<file path="config.mk">
export PLATFORM = sky130hd
export DESIGN_NAME = incremental_pid_motor_drive_flat
export DESIGN_NICKNAME = d
export VERILOG_FILES = /design/src/design/ipmd_pkg.sv /design/src/design/ipmd_cfg_if.sv /design/src/design/ipmd_sample_if.sv /design/src/design/ipmd_result_if.sv /design/src/design/incremental_pid_motor_drive.sv /design/src/flat_wrapper.sv
export SDC_FILE = /design/constraint.sdc
export NUM_CORES = 2
export LEC_CHECK = 0
export BUFFER_PORTS_ARGS = -buffer_cell sky130_fd_sc_hd__buf_2
export CAP_MARGIN = 20
export CORE_UTILIZATION = 58
export CTS_CLUSTER_DIAMETER = 60
export DETAILED_ROUTE_END_ITERATION = 10
export GPL_TIMING_DRIVEN = 0
export PLACE_DENSITY = 0.9
export SLEW_MARGIN = 20
export SYNTH_ARGS = -nofsm -noshare
export SYNTH_HDL_FRONTEND = slang
export SYNTH_SLANG_ARGS = --single-unit
</file>
<file path="constraint.sdc">
create_clock -name clk -period 19.8 [get_ports clk]
set_input_delay 1.98 -clock clk [delete_from_list [all_inputs] [get_ports clk]]
set_output_delay 1.98 -clock clk [all_outputs]
set_load 0.01 [all_outputs]
</file>
<file path="src/design/ipmd_pkg.sv">
`default_nettype none
// ----------------------------------------------------------------------------
// ipmd_pkg
// Shared widths, register codes and reset values for the incremental PID
// motor drive.
// ----------------------------------------------------------------------------
package ipmd_pkg;

  // Width of speeds and of the signed drive.
  localparam int VALUE_WIDTH     = 16;
  localparam int GAIN_WIDTH      = 16;
  localparam int DUTY_WIDTH      = 15;
  localparam int CFG_INDEX_WIDTH = 8;
  localparam int CFG_DATA_WIDTH  = 16;

  // Error, first difference and second difference grow by one bit each.
  localparam int ERR_WIDTH = VALUE_WIDTH + 1;
  localparam int D1_WIDTH  = VALUE_WIDTH + 2;
  localparam int D2_WIDTH  = VALUE_WIDTH + 3;
  localparam int P1_WIDTH  = GAIN_WIDTH + D1_WIDTH;
  localparam int PI_WIDTH  = GAIN_WIDTH + ERR_WIDTH;
  localparam int P2_WIDTH  = GAIN_WIDTH + D2_WIDTH;
  // Three products plus the held drive never overflow this width.
  localparam int ACC_WIDTH = P2_WIDTH + 3;

  // Largest positive drive value.
  localparam logic signed [ACC_WIDTH-1:0] VMAX =
    ACC_WIDTH'((64'd1 << (VALUE_WIDTH - 1)) - 64'd1);

  typedef enum logic [CFG_INDEX_WIDTH-1:0] {
    REG_GAIN_P      = CFG_INDEX_WIDTH'(0),
    REG_GAIN_I      = CFG_INDEX_WIDTH'(1),
    REG_GAIN_D      = CFG_INDEX_WIDTH'(2),
    REG_DRIVE_LIMIT = CFG_INDEX_WIDTH'(3)
  } cfg_reg_t;

  localparam logic signed [GAIN_WIDTH-1:0] GAIN_P_RESET      = GAIN_WIDTH'(5);
  localparam logic signed [GAIN_WIDTH-1:0] GAIN_I_RESET      = GAIN_WIDTH'(0);
  localparam logic signed [GAIN_WIDTH-1:0] GAIN_D_RESET      = GAIN_WIDTH'(2);
  localparam logic        [DUTY_WIDTH-1:0] DRIVE_LIMIT_RESET = DUTY_WIDTH'(10000);

endpackage
`default_nettype wire

</file>
<file path="src/design/ipmd_cfg_if.sv">
`default_nettype none
// ----------------------------------------------------------------------------
// ipmd_cfg_if
// Register write channel: index and data under a valid/ready handshake.
// ----------------------------------------------------------------------------
interface ipmd_cfg_if;
  logic                                 valid;
  logic                                 ready;
  logic [ipmd_pkg::CFG_INDEX_WIDTH-1:0] index;
  logic [ipmd_pkg::CFG_DATA_WIDTH-1:0]  data;

  modport source (output valid, output index, output data, input ready);
  modport sink   (input valid, input index, input data, output ready);
endinterface
`default_nettype wire

</file>
<file path="src/design/ipmd_sample_if.sv">
`default_nettype none
// ----------------------------------------------------------------------------
// ipmd_sample_if
// Input sample channel: target and measured speed.
// ----------------------------------------------------------------------------
interface ipmd_sample_if;
  logic                                    valid;
  logic                                    ready;
  logic signed [ipmd_pkg::VALUE_WIDTH-1:0] target_speed;
  logic signed [ipmd_pkg::VALUE_WIDTH-1:0] measured_speed;

  modport source (output valid, output target_speed, output measured_speed,
                  input ready);
  modport sink   (input valid, input target_speed, input measured_speed,
                  output ready);
endinterface
`default_nettype wire

</file>
<file path="src/design/ipmd_result_if.sv">
`default_nettype none
// ----------------------------------------------------------------------------
// ipmd_result_if
// Result channel: saturated drive and the two bridge duties.
// ----------------------------------------------------------------------------
interface ipmd_result_if;
  logic                                    valid;
  logic                                    ready;
  logic signed [ipmd_pkg::VALUE_WIDTH-1:0] drive;
  logic        [ipmd_pkg::DUTY_WIDTH-1:0]  duty_a;
  logic        [ipmd_pkg::DUTY_WIDTH-1:0]  duty_b;

  modport source (output valid, output drive, output duty_a, output duty_b,
                  input ready);
  modport sink   (input valid, input drive, input duty_a, input duty_b,
                  output ready);
endinterface
`default_nettype wire

</file>
<file path="src/design/incremental_pid_motor_drive.sv">
`default_nettype none
// ----------------------------------------------------------------------------
// incremental_pid_motor_drive
// Velocity-form PID speed controller with saturation and H-bridge duty split.
// ----------------------------------------------------------------------------
//
//   Channel  Direction  Carries
//   -------  ---------  -----------------------------------------------
//   cfg      in         register index and data (gains, duty limit)
//   sample   in         target_speed, measured_speed
//   result   out        drive, duty_a, duty_b
//
// A sample waits in the input register while the multiply and saturating
// add run; its result is then loaded into the result register, from which
// it can transfer out.
// A new sample is taken every cycle while the result side does not stall,
// set by the update of the held drive and error history.
// Reset (rst, synchronous) clears both valid flags, the held drive and the
// error history, and loads the register reset values.
// A stall on result holds the result register and, behind it, the input
// register; sample.ready then drops until the result is taken.
// The cfg channel is always ready.
//
// ----------------------------------------------------------------------------
module incremental_pid_motor_drive (
  input  wire logic     clk,
  input  wire logic     rst,
  ipmd_cfg_if.sink      cfg,
  ipmd_sample_if.sink   sample,
  ipmd_result_if.source result
);

  localparam int VW  = ipmd_pkg::VALUE_WIDTH;
  localparam int GW  = ipmd_pkg::GAIN_WIDTH;
  localparam int DW  = ipmd_pkg::DUTY_WIDTH;
  localparam int EW  = ipmd_pkg::ERR_WIDTH;
  localparam int AW  = ipmd_pkg::ACC_WIDTH;

  // --------------------------------------------------------------------------
  // Configuration registers. Writes to an index past the list are dropped.
  // --------------------------------------------------------------------------
  logic signed [GW-1:0] gain_p;
  logic signed [GW-1:0] gain_i;
  logic signed [GW-1:0] gain_d;
  logic        [DW-1:0] drive_limit;

  assign cfg.ready = 1'b1;

  always_ff @(posedge clk) begin
    if (rst) begin
      gain_p      <= ipmd_pkg::GAIN_P_RESET;
      gain_i      <= ipmd_pkg::GAIN_I_RESET;
      gain_d      <= ipmd_pkg::GAIN_D_RESET;
      drive_limit <= ipmd_pkg::DRIVE_LIMIT_RESET;
    end else if (cfg.valid) begin
      unique case (ipmd_pkg::cfg_reg_t'(cfg.index))
        ipmd_pkg::REG_GAIN_P:      gain_p      <= signed'(cfg.data[GW-1:0]);
        ipmd_pkg::REG_GAIN_I:      gain_i      <= signed'(cfg.data[GW-1:0]);
        ipmd_pkg::REG_GAIN_D:      gain_d      <= signed'(cfg.data[GW-1:0]);
        ipmd_pkg::REG_DRIVE_LIMIT: drive_limit <= cfg.data[DW-1:0];
        default: ;
      endcase
    end
  end

  // --------------------------------------------------------------------------
  // Flow control. The input register moves into the result register whenever
  // the result register is empty or its content is being taken.
  // --------------------------------------------------------------------------
  logic s1_valid;
  logic out_valid;
  logic out_load_ok;
  logic s1_advance;

  assign out_load_ok  = !out_valid || result.ready;
  assign s1_advance   = s1_valid && out_load_ok;
  assign sample.ready = !s1_valid || out_load_ok;

  // Input register.
  logic signed [VW-1:0] s1_tgt;
  logic signed [VW-1:0] s1_meas;

  always_ff @(posedge clk) begin
    if (rst) begin
      s1_valid <= 1'b0;
    end else if (sample.ready) begin
      s1_valid <= sample.valid;
    end
  end

  always_ff @(posedge clk) begin
    if (sample.valid && sample.ready) begin
      s1_tgt  <= sample.target_speed;
      s1_meas <= sample.measured_speed;
    end
  end

  // --------------------------------------------------------------------------
  // Controller state: held drive and the two previous errors.
  // --------------------------------------------------------------------------
  logic signed [VW-1:0] accum_drive;
  logic signed [EW-1:0] prev_error;
  logic signed [EW-1:0] prev_prev_error;

  // --------------------------------------------------------------------------
  // Update datapath. The error and its differences are exact; the three
  // products are summed at a width that cannot overflow, and only the final
  // sum is clipped to the duty limit.
  // --------------------------------------------------------------------------
  logic signed [EW-1:0]                   err;
  logic signed [ipmd_pkg::D1_WIDTH-1:0]   diff1;
  logic signed [ipmd_pkg::D2_WIDTH-1:0]   diff2;
  logic signed [ipmd_pkg::P1_WIDTH-1:0]   prod_p;
  logic signed [ipmd_pkg::PI_WIDTH-1:0]   prod_i;
  logic signed [ipmd_pkg::P2_WIDTH-1:0]   prod_d;
  logic signed [AW-1:0]                   sum;
  logic signed [AW-1:0]                   limit_req;
  logic signed [AW-1:0]                   limit;
  logic signed [AW-1:0]                   sat;
  logic signed [VW-1:0]                   drive_next;
  logic        [DW-1:0]                   duty_a_next;
  logic        [DW-1:0]                   duty_b_next;

  assign err   = EW'(s1_tgt) - EW'(s1_meas);
  assign diff1 = ipmd_pkg::D1_WIDTH'(err) - ipmd_pkg::D1_WIDTH'(prev_error);
  assign diff2 = ipmd_pkg::D2_WIDTH'(err)
               - (ipmd_pkg::D2_WIDTH'(prev_error) <<< 1)
               + ipmd_pkg::D2_WIDTH'(prev_prev_error);

  assign prod_p = ipmd_pkg::P1_WIDTH'(gain_p) * ipmd_pkg::P1_WIDTH'(diff1);
  assign prod_i = ipmd_pkg::PI_WIDTH'(gain_i) * ipmd_pkg::PI_WIDTH'(err);
  assign prod_d = ipmd_pkg::P2_WIDTH'(gain_d) * ipmd_pkg::P2_WIDTH'(diff2);

  assign sum = AW'(accum_drive) + AW'(prod_p) + AW'(prod_i) + AW'(prod_d);

  // The limit never exceeds the largest drive the value width can hold.
  assign limit_req = signed'(AW'(drive_limit));
  assign limit     = (limit_req > ipmd_pkg::VMAX) ? ipmd_pkg::VMAX : limit_req;

  always_comb begin
    priority if (sum > limit) begin
      sat = limit;
    end else if (sum < -limit) begin
      sat = -limit;
    end else begin
      sat = sum;
    end
  end

  // Forward drive goes on channel B, reverse drive as a magnitude on A.
  // A zero drive leaves both channels off.
  always_comb begin
    drive_next = VW'(sat);
    unique if (sat > AW'(0)) begin
      duty_a_next = '0;
      duty_b_next = DW'(sat);
    end else if (sat < AW'(0)) begin
      duty_a_next = DW'(-sat);
      duty_b_next = '0;
    end else begin
      duty_a_next = '0;
      duty_b_next = '0;
    end
  end

  always_ff @(posedge clk) begin
    if (rst) begin
      accum_drive     <= '0;
      prev_error      <= '0;
      prev_prev_error <= '0;
    end else if (s1_advance) begin
      accum_drive     <= drive_next;
      prev_error      <= err;
      prev_prev_error <= prev_error;
    end
  end

  // --------------------------------------------------------------------------
  // Result register.
  // --------------------------------------------------------------------------
  logic signed [VW-1:0] out_drive;
  logic        [DW-1:0] out_duty_a;
  logic        [DW-1:0] out_duty_b;

  always_ff @(posedge clk) begin
    if (rst) begin
      out_valid <= 1'b0;
    end else if (out_load_ok) begin
      out_valid <= s1_valid;
    end
  end

  always_ff @(posedge clk) begin
    if (s1_advance) begin
      out_drive  <= drive_next;
      out_duty_a <= duty_a_next;
      out_duty_b <= duty_b_next;
    end
  end

  assign result.valid  = out_valid;
  assign result.drive  = out_drive;
  assign result.duty_a = out_duty_a;
  assign result.duty_b = out_duty_b;

  // --------------------------------------------------------------------------
  // Assertions.
  // --------------------------------------------------------------------------

  // Only one bridge channel is ever driven.
  a_one_channel: assert property (@(posedge clk) disable iff (rst)
    out_valid |-> (out_duty_a == '0) || (out_duty_b == '0))
    else $error("both bridge duties are nonzero");

  // The shown drive is the one held for the next update.
  a_held_drive: assert property (@(posedge clk) disable iff (rst)
    out_valid |-> (out_drive == accum_drive) || s1_valid)
    else $error("held drive differs from the last result");

  // A sample that moves on shifts the error history.
  a_history: assert property (@(posedge clk) disable iff (rst)
    s1_advance |=> (prev_error == $past(err))
                && (prev_prev_error == $past(prev_error)))
    else $error("error history did not shift");

  // A sample blocked by a stalled result stays in the input register.
  a_stall_hold: assert property (@(posedge clk) disable iff (rst)
    (s1_valid && !out_load_ok) |=> s1_valid && $stable(s1_tgt)
                                   && $stable(s1_meas))
    else $error("stalled sample was lost");

endmodule
`default_nettype wire

</file>
<file path="src/flat_wrapper.sv">
// flat-port wrapper written by rule: the top's interface ports become plain ports
module incremental_pid_motor_drive_flat 
  (clk, rst, cfg_valid, cfg_index, cfg_data, cfg_ready, sample_valid, sample_target_speed, sample_measured_speed, sample_ready, result_valid, result_drive, result_duty_a, result_duty_b, result_ready);
  ipmd_cfg_if cfg_i ();
  ipmd_sample_if sample_i ();
  ipmd_result_if result_i ();
  input  wire logic clk;
  input  wire logic rst;
  input wire logic [$bits(cfg_i.valid)-1:0] cfg_valid;
  input wire logic [$bits(cfg_i.index)-1:0] cfg_index;
  input wire logic [$bits(cfg_i.data)-1:0] cfg_data;
  output wire logic [$bits(cfg_i.ready)-1:0] cfg_ready;
  input wire logic [$bits(sample_i.valid)-1:0] sample_valid;
  input wire logic [$bits(sample_i.target_speed)-1:0] sample_target_speed;
  input wire logic [$bits(sample_i.measured_speed)-1:0] sample_measured_speed;
  output wire logic [$bits(sample_i.ready)-1:0] sample_ready;
  output wire logic [$bits(result_i.valid)-1:0] result_valid;
  output wire logic [$bits(result_i.drive)-1:0] result_drive;
  output wire logic [$bits(result_i.duty_a)-1:0] result_duty_a;
  output wire logic [$bits(result_i.duty_b)-1:0] result_duty_b;
  input wire logic [$bits(result_i.ready)-1:0] result_ready;
  assign cfg_i.valid = cfg_valid;
  assign cfg_i.index = cfg_index;
  assign cfg_i.data = cfg_data;
  assign cfg_ready = cfg_i.ready;
  assign sample_i.valid = sample_valid;
  assign sample_i.target_speed = sample_target_speed;
  assign sample_i.measured_speed = sample_measured_speed;
  assign sample_ready = sample_i.ready;
  assign result_valid = result_i.valid;
  assign result_drive = result_i.drive;
  assign result_duty_a = result_i.duty_a;
  assign result_duty_b = result_i.duty_b;
  assign result_i.ready = result_ready;
  incremental_pid_motor_drive u_core (.clk(clk), .rst(rst), .cfg(cfg_i), .sample(sample_i), .result(result_i));
endmodule
</file>
Word-level counts from Yosys, hierarchy flattened
Index checks and enable logic that the tools add are counted.

Register bits: 193. Input port bits: 61. Logic and storage cells: 50.

Bitwise logic cells: 1. Add/subtract/negate cells: 9. Reduce and logical (&&, ||, !) cells: 12. Equality and inequality tests: 3. Mux-type cells: 3. $lt $le $gt $ge: 5. Multiply operators: 3.

Operators by type and width (number): 38-bit two-way mux (2); 38-bit by 35-bit adder with 38-bit output (1); 38-bit by 1-bit > comparator with 1-bit output, second input constant (1); 38-bit > comparator (1); 38-bit by 1-bit less-than comparator with 1-bit output, second input constant (1); 38-bit less-than comparator (1); 38-bit negation (1); 35-bit by 33-bit adder with 36-bit output (1); 16-bit by 34-bit adder with 35-bit output (1); 16-bit by 19-bit multiplier with 35-bit output (1); 16-bit by 18-bit multiplier with 34-bit output (1); 16-bit by 17-bit multiplier with 33-bit output (1); 19-bit by 17-bit adder with 19-bit output (1); 17-bit by 18-bit subtractor with 19-bit output (1); 17-bit by 17-bit subtractor with 18-bit output (1); 16-bit by 16-bit subtractor with 17-bit output (1); 8-bit by 2-bit == test with 1-bit output, second input constant (2); 15-bit > comparator, second input constant (1); 15-bit two-way mux (1); 15-bit negation (1); 8-bit by 1-bit == test with 1-bit output, second input constant (1); 8-bit logical NOT (1); 2-bit AND reduction (4); 1-bit logical AND (2); other kinds (4) (6).

Logic depth before layout (Yosys ltp)
Word-level depth: 12. Gate-level depth with buffers: 89.

Worst setup path after synthesis
OpenSTA, ideal clock, no wires.

Kind: flip-flop to flip-flop. Start point: register u_core.s1_meas[0]. End point: register u_core.out_duty_a[14] (netlist: u_core.result.duty_a[14]), data pin. Data arrival time: 19838 ps. Setup time: 256 ps. Setup slack: -294 ps. Stages on the path, launching flop included: 79. Path through: edfxtp_1 ha_1 fa_1 nor2b_1 o21ai_0 a21boi_0 o21ai_0 a21boi_0 o21ai_0 a21boi_0 o21ai_0 a21boi_0 o21a_1 nor2_1 o311ai_1 clkbuf_1 ha_1 nand3_1 [43 not listed] and3_1 nor2_1 ha_1 o211ai_1 a21oi_1 a211oi_1 nand2_1 o311ai_0 a21oi_1 nor4b_1 a2bb2oi_1 buf_2 mux2_2 a222oi_1 nand4_1 nor3_1 a211oi_1 a31o_2.

Cells in the longest elaborated chain, start to end: 12. Elaborated cells on any way between the ends: 19. Classes of those cells: add/sub (8); mul (3); order compare (4); mux (2); bitwise (1); reduce/logical (1).

Ends and longest elaborated chain: start, declared (line incremental_pid_motor_drive.sv:81) `logic signed [VW-1:0] s1_meas;`; start signal, assigned (line incremental_pid_motor_drive.sv:94) `s1_meas <= sample.measured_speed;`; 16-bit by 16-bit subtractor with 17-bit output * (line incremental_pid_motor_drive.sv:124) `assign err = EW'(s1_tgt) - EW'(s1_meas);`; net u_core.err[14] (line incremental_pid_motor_drive.sv:110) `logic signed [EW-1:0] err;`; 17-bit by 17-bit subtractor with 18-bit output (line incremental_pid_motor_drive.sv:125) `assign diff1 = ipmd_pkg::D1_WIDTH'(err) - ipmd_pkg::D1_WIDTH'(prev_error);`; 16-bit by 18-bit multiplier with 34-bit output (line incremental_pid_motor_drive.sv:130) `assign prod_p = ipmd_pkg::P1_WIDTH'(gain_p) * ipmd_pkg::P1_WIDTH'(diff1);`; 16-bit by 34-bit adder with 35-bit output (line incremental_pid_motor_drive.sv:134) `assign sum = AW'(accum_drive) + AW'(prod_p) + AW'(prod_i) + AW'(prod_d);`; 35-bit by 33-bit adder with 36-bit output (line incremental_pid_motor_drive.sv:134); 38-bit by 35-bit adder with 38-bit output * (line incremental_pid_motor_drive.sv:134); 38-bit less-than comparator (line incremental_pid_motor_drive.sv:143) `end else if (sum < -limit) begin`; 38-bit two-way mux (line incremental_pid_motor_drive.sv:143); 38-bit two-way mux * (line incremental_pid_motor_drive.sv:141) `priority if (sum > limit) begin`; 38-bit by 1-bit less-than comparator with 1-bit output (line incremental_pid_motor_drive.sv:157) `end else if (sat < AW'(0)) begin`; 1-bit NOT (no line); 2-bit OR reduction (no line); end signal, assigned (line incremental_pid_motor_drive.sv:196) `out_duty_a <= duty_a_next;`; end, declared (line incremental_pid_motor_drive.sv:182) `logic [DW-1:0] out_duty_a;`.

Mark *: on every way through the listed nets, which the timed path passes. The rest lies on a longest branch. A chain may end at the register's enable or synchronous reset.

Worst setup path in the final report
Start point: register u_core.s1_meas[1]. End point: register u_core.out_duty_a[6] (netlist: u_core.result.duty_a[6]), data pin.

Cells in the longest elaborated chain, start to end: 12. Elaborated cells on any way between the ends: 19. Classes of those cells: add/sub (8); mul (3); order compare (4); mux (2); bitwise (1); reduce/logical (1).

Ends and longest elaborated chain: 16-bit by 16-bit subtractor with 17-bit output * (line incremental_pid_motor_drive.sv:124); net u_core.err[11] (line incremental_pid_motor_drive.sv:110); 17-bit by 17-bit subtractor with 18-bit output (line incremental_pid_motor_drive.sv:125); 16-bit by 18-bit multiplier with 34-bit output (line incremental_pid_motor_drive.sv:130); 16-bit by 34-bit adder with 35-bit output (line incremental_pid_motor_drive.sv:134); 35-bit by 33-bit adder with 36-bit output (line incremental_pid_motor_drive.sv:134); 38-bit by 35-bit adder with 38-bit output * (line incremental_pid_motor_drive.sv:134); 38-bit less-than comparator (line incremental_pid_motor_drive.sv:143); 38-bit two-way mux (line incremental_pid_motor_drive.sv:143); 38-bit two-way mux * (line incremental_pid_motor_drive.sv:141); net u_core.sat[1] (line incremental_pid_motor_drive.sv:119) `logic signed [AW-1:0] sat;`; 38-bit by 1-bit less-than comparator with 1-bit output (line incremental_pid_motor_drive.sv:157); 1-bit NOT (no line); 2-bit OR reduction (no line).

Marked as above.

==> qor.txt <==
count of buffers inserted at the top-level ports = 107
complex-gate fraction of the synthesized area = 0.0634
ANT nets after route = 0
cell with the largest stage delay on the worst path = sky130_fd_sc_hd__fa_1
Via-to-Cell Ratio = 6.11
setup repair after global routing missed its margin = yes
Die Span Y = 287 µm
GRT Util Overall = 0.373
path type of the worst min-delay path = flop to flop
horizontal die dimension = 287 µm
crit path DAT = 20,050 ps
Post-Synth Adder-Cell Area = 0.532
post-placement cell area = 49,200 µm²
netlist area before placement = 47,200 µm²
delay contributed by the slowest stage of the critical path = 560 ps
post-layout net count = 6,846
post-layout minimum cycle time = 19,860 ps
largest net degree at the start of global routing = 56
Critical Setup Path Class = flop to flop
portion of netlist area occupied by mux cells = 0.0148
sequential fraction of the synthesis area = 0.0983
final hold viol count = 0
Worst slew margin = 0.170
buffers from clock root to sink, at most = 2
final period utilization = 1.00
total nets after synthesis = 6,618
pin slew with the least headroom to its limit = 1240 ps
remaining routing DRC violations = 0
CP startpoint kind = flop
most instantiated cells after synthesis = sky130_fd_sc_hd__inv_1, sky130_fd_sc_hd__fa_1, sky130_fd_sc_hd__nand2_1, sky130_fd_sc_hd__ha_1, sky130_fd_sc_hd__and2_1
number of hold buffers added after cts = 0
violations in the final reports = negative setup slack
library cell appearing most often on the critical path = sky130_fd_sc_hd__fa_1
number of DRC violations after detailed-routing iteration 0 = 4,671
# rows = 104
endpoint of the worst-slack reg-to-reg timing path = u_core.result.duty_a[6]$_SDFFCE_PP0P_
total wire length = 154 mm
HPWL after DPL = 121 mm
slack of the worst reg-to-reg path = -60 ps
post-synthesis simple-gate area fraction = 0.158
overall via count from detail_route = 39,600
total stage count of the critical path = 86
post-synthesis sequential element count = 193
cells after synthesis = 5,170
Syn-to-layout area delta = 10.8%
worst flop-to-flop path startpoint = u_core.s1_meas[1]$_DFFE_PP_
depth of the most critical reg-to-reg path = 86
wire length of the first global-routing pass = 231 mm
clk_lat worst skew = 480 ps
CTS sink cnt = 193
final number of max-transition violations = 0
layout cells sized above 1 = 0.101
highest fanout seen on the critical path = 11
number of antenna violations at the first check in global routing = 11
total congestion overflow = 0
core outline area = 80,500 µm²
ys flop type = sky130_fd_sc_hd__dfxtp_1
worst endpoint required time = 20,000 ps
share of the synthesized area in the top cell type = 0.437
DIE AREA = 82,600 µm²
# H-tree levels = 4
number of CTS-inserted buffers = 17
kind of cell adding the most delay to the critical path = adder cells
top cell type by total area after synthesis = sky130_fd_sc_hd__fa_1
Buffers & Inverters on Critical Path = 20
Clock transition at path regs = 80 ps
Setup crit end kind = flop
weighted congestion reported at the end of routability-driven placement = 1.03
design area = 52,400 µm²
last element of the critical path = u_core.result.duty_a[6]$_SDFFCE_PP0P_
Starting Density = 0.587
count of synthesis-stage warnings from yosys = 0
final-report setup violation count = 4
Final Skew = 16.1 ps
number of enable flip-flop cells after synthesis = 78
maximum achievable frequency = 0.0504 GHz
max capacitance violation total = 0
number of global-route vias before repair = 41,300
final worst slack = -56.0 ps
post-synthesis average cell area = 9.14 µm²
TritonCTS clock tree = done
proportion of synthesized flip-flops having asynchronous set or reset = 0
routed wire length per instance = 23.8 µm
master cell of the clock root buffer = sky130_fd_sc_hd__clkbuf_16
count of unique library cells instantiated by Yosys = 88
cell with the most instances after synthesis = sky130_fd_sc_hd__inv_1
run status = finished, violations left
share of the synthesized netlist area taken by xor and xnor gates = 0.0219
count of cells along the worst hold path = 2
first element of the critical path = u_core.s1_meas[1]$_DFFE_PP_
combinational family with the most area after synthesis = adder cells
top cells by area, synth = sky130_fd_sc_hd__fa_1, sky130_fd_sc_hd__ha_1, sky130_fd_sc_hd__inv_1
first-pass iteration count of the detailed router = 7
number of placed I/O pins = 110
[cell type report]
cell class | count | area [µm²]
multi-input combinational | 3573 | 38800
fill | 5902 | 28200
sequential | 193 | 4640
inverter | 1170 | 4410
timing repair buffer | 226 | 1480
tap | 1060 | 1330
buffer | 217 | 1040
clock buffer | 18 | 429
clock inverter | 14 | 160
antenna | 7 | 17.5
[worst min-delay path, delay by kind of cell, from the launching register on]
kind / cells / cell delay [ps]
AND/OR/NAND/NOR: 1 / 50
AO/OA/AOI/OAI: 1 / 50
flip-flops: 1 / 320
[logic make-up after synthesis]
kind of cell             count (synthesis)
AO/OA/AOI/OAI                          461
XOR/XNOR                               118
adder cells (fa/ha/maj)               1388
buffers and inverters                 1404
flip-flops                             193
multiplexers                            69
other                                    1
AND/OR/NAND/NOR                       1536
[worst min-delay path by stage]
stage,startpoint,end,slack [ps]
after detailed placement,u_core.prev_prev_error[1]$_SDFFE_PP0P_,u_core.prev_prev_error[1]$_SDFFE_PP0P_,450
after floorplan,u_core.accum_drive[12]$_SDFFE_PP0P_,u_core.accum_drive[12]$_SDFFE_PP0P_,440
after global routing,u_core.accum_drive[1]$_SDFFE_PP0P_,u_core.accum_drive[1]$_SDFFE_PP0P_,490
after CTS,u_core.prev_prev_error[1]$_SDFFE_PP0P_,u_core.prev_prev_error[1]$_SDFFE_PP0P_,460
final,u_core.prev_prev_error[1]$_SDFFE_PP0P_,u_core.prev_prev_error[1]$_SDFFE_PP0P_,470
after global placement,u_core.prev_prev_error[1]$_SDFFE_PP0P_,u_core.prev_prev_error[1]$_SDFFE_PP0P_,440
[repair_timing]
item	4_1_cts	5_1_grt
buffers inserted	57	57
endpoints found under the setup margin	62	62
cloned	0	0
endpoints found under the hold margin	0	0
gates resized for setup	239	192
pin swaps	51	114
[through the flow]
stage	std cells	setup slack [ps]	utilization	hold slack, ps	TNS (ps)
CTS	6424	14.9	0.635	461	0
detailed placement	6341	-4740	0.611	451	-232760
floorplan	5170	97.2	-	436	0
global route	6471	-522	0.650	494	-6330
global placement	6337	-4680	0.610	444	-222110
finish	6478	-56.0	0.650	468	-72.4
[per-layer routing]
metal  track usage  routed length, µm
met1         0.456              51200
met2         0.555              67500
met3         0.124              22000
met4         0.263              13200
met5             0                117
[placed cells by master, fill, tap and decap left out, types with 26 or more instances in the layout]
cell and count:
sky130_fd_sc_hd__buf_2 114, sky130_fd_sc_hd__a21o_1 34, sky130_fd_sc_hd__and2_1 282, sky130_fd_sc_hd__nor2_1 210, sky130_fd_sc_hd__nor3_1 26, sky130_fd_sc_hd__mux2i_1 60, sky130_fd_sc_hd__buf_4 109, sky130_fd_sc_hd__nand3_1 35
sky130_fd_sc_hd__clkbuf_1 170, sky130_fd_sc_hd__nand2b_1 56, sky130_fd_sc_hd__xnor2_1 70, sky130_fd_sc_hd__a21oi_1 113, sky130_fd_sc_hd__o21ai_0 67, sky130_fd_sc_hd__nor2b_1 56, sky130_fd_sc_hd__ha_1 330, sky130_fd_sc_hd__a211oi_1 27
sky130_fd_sc_hd__edfxtp_1 78, sky130_fd_sc_hd__inv_1 1158, sky130_fd_sc_hd__fa_1 1027, sky130_fd_sc_hd__dfxtp_1 115, sky130_fd_sc_hd__nand4_1 29, sky130_fd_sc_hd__nand2_1 665
[state kept, by name, summed over array words and instances (netlist names)]
register                flops
u_core.prev_error          17
u_core.prev_prev_error     17
u_core.accum_drive         16
u_core.gain_d              16
u_core.gain_i              16
u_core.gain_p              16
u_core.result.drive        16
u_core.s1_meas             16
u_core.s1_tgt              16
u_core.drive_limit         15
u_core.result.duty_a       15
u_core.result.duty_b       15
u_core.result.valid         1
u_core.s1_valid             1
Power is not shown: default switching activity piles up to over one toggle a cycle in this logic, so the estimate is an artifact.
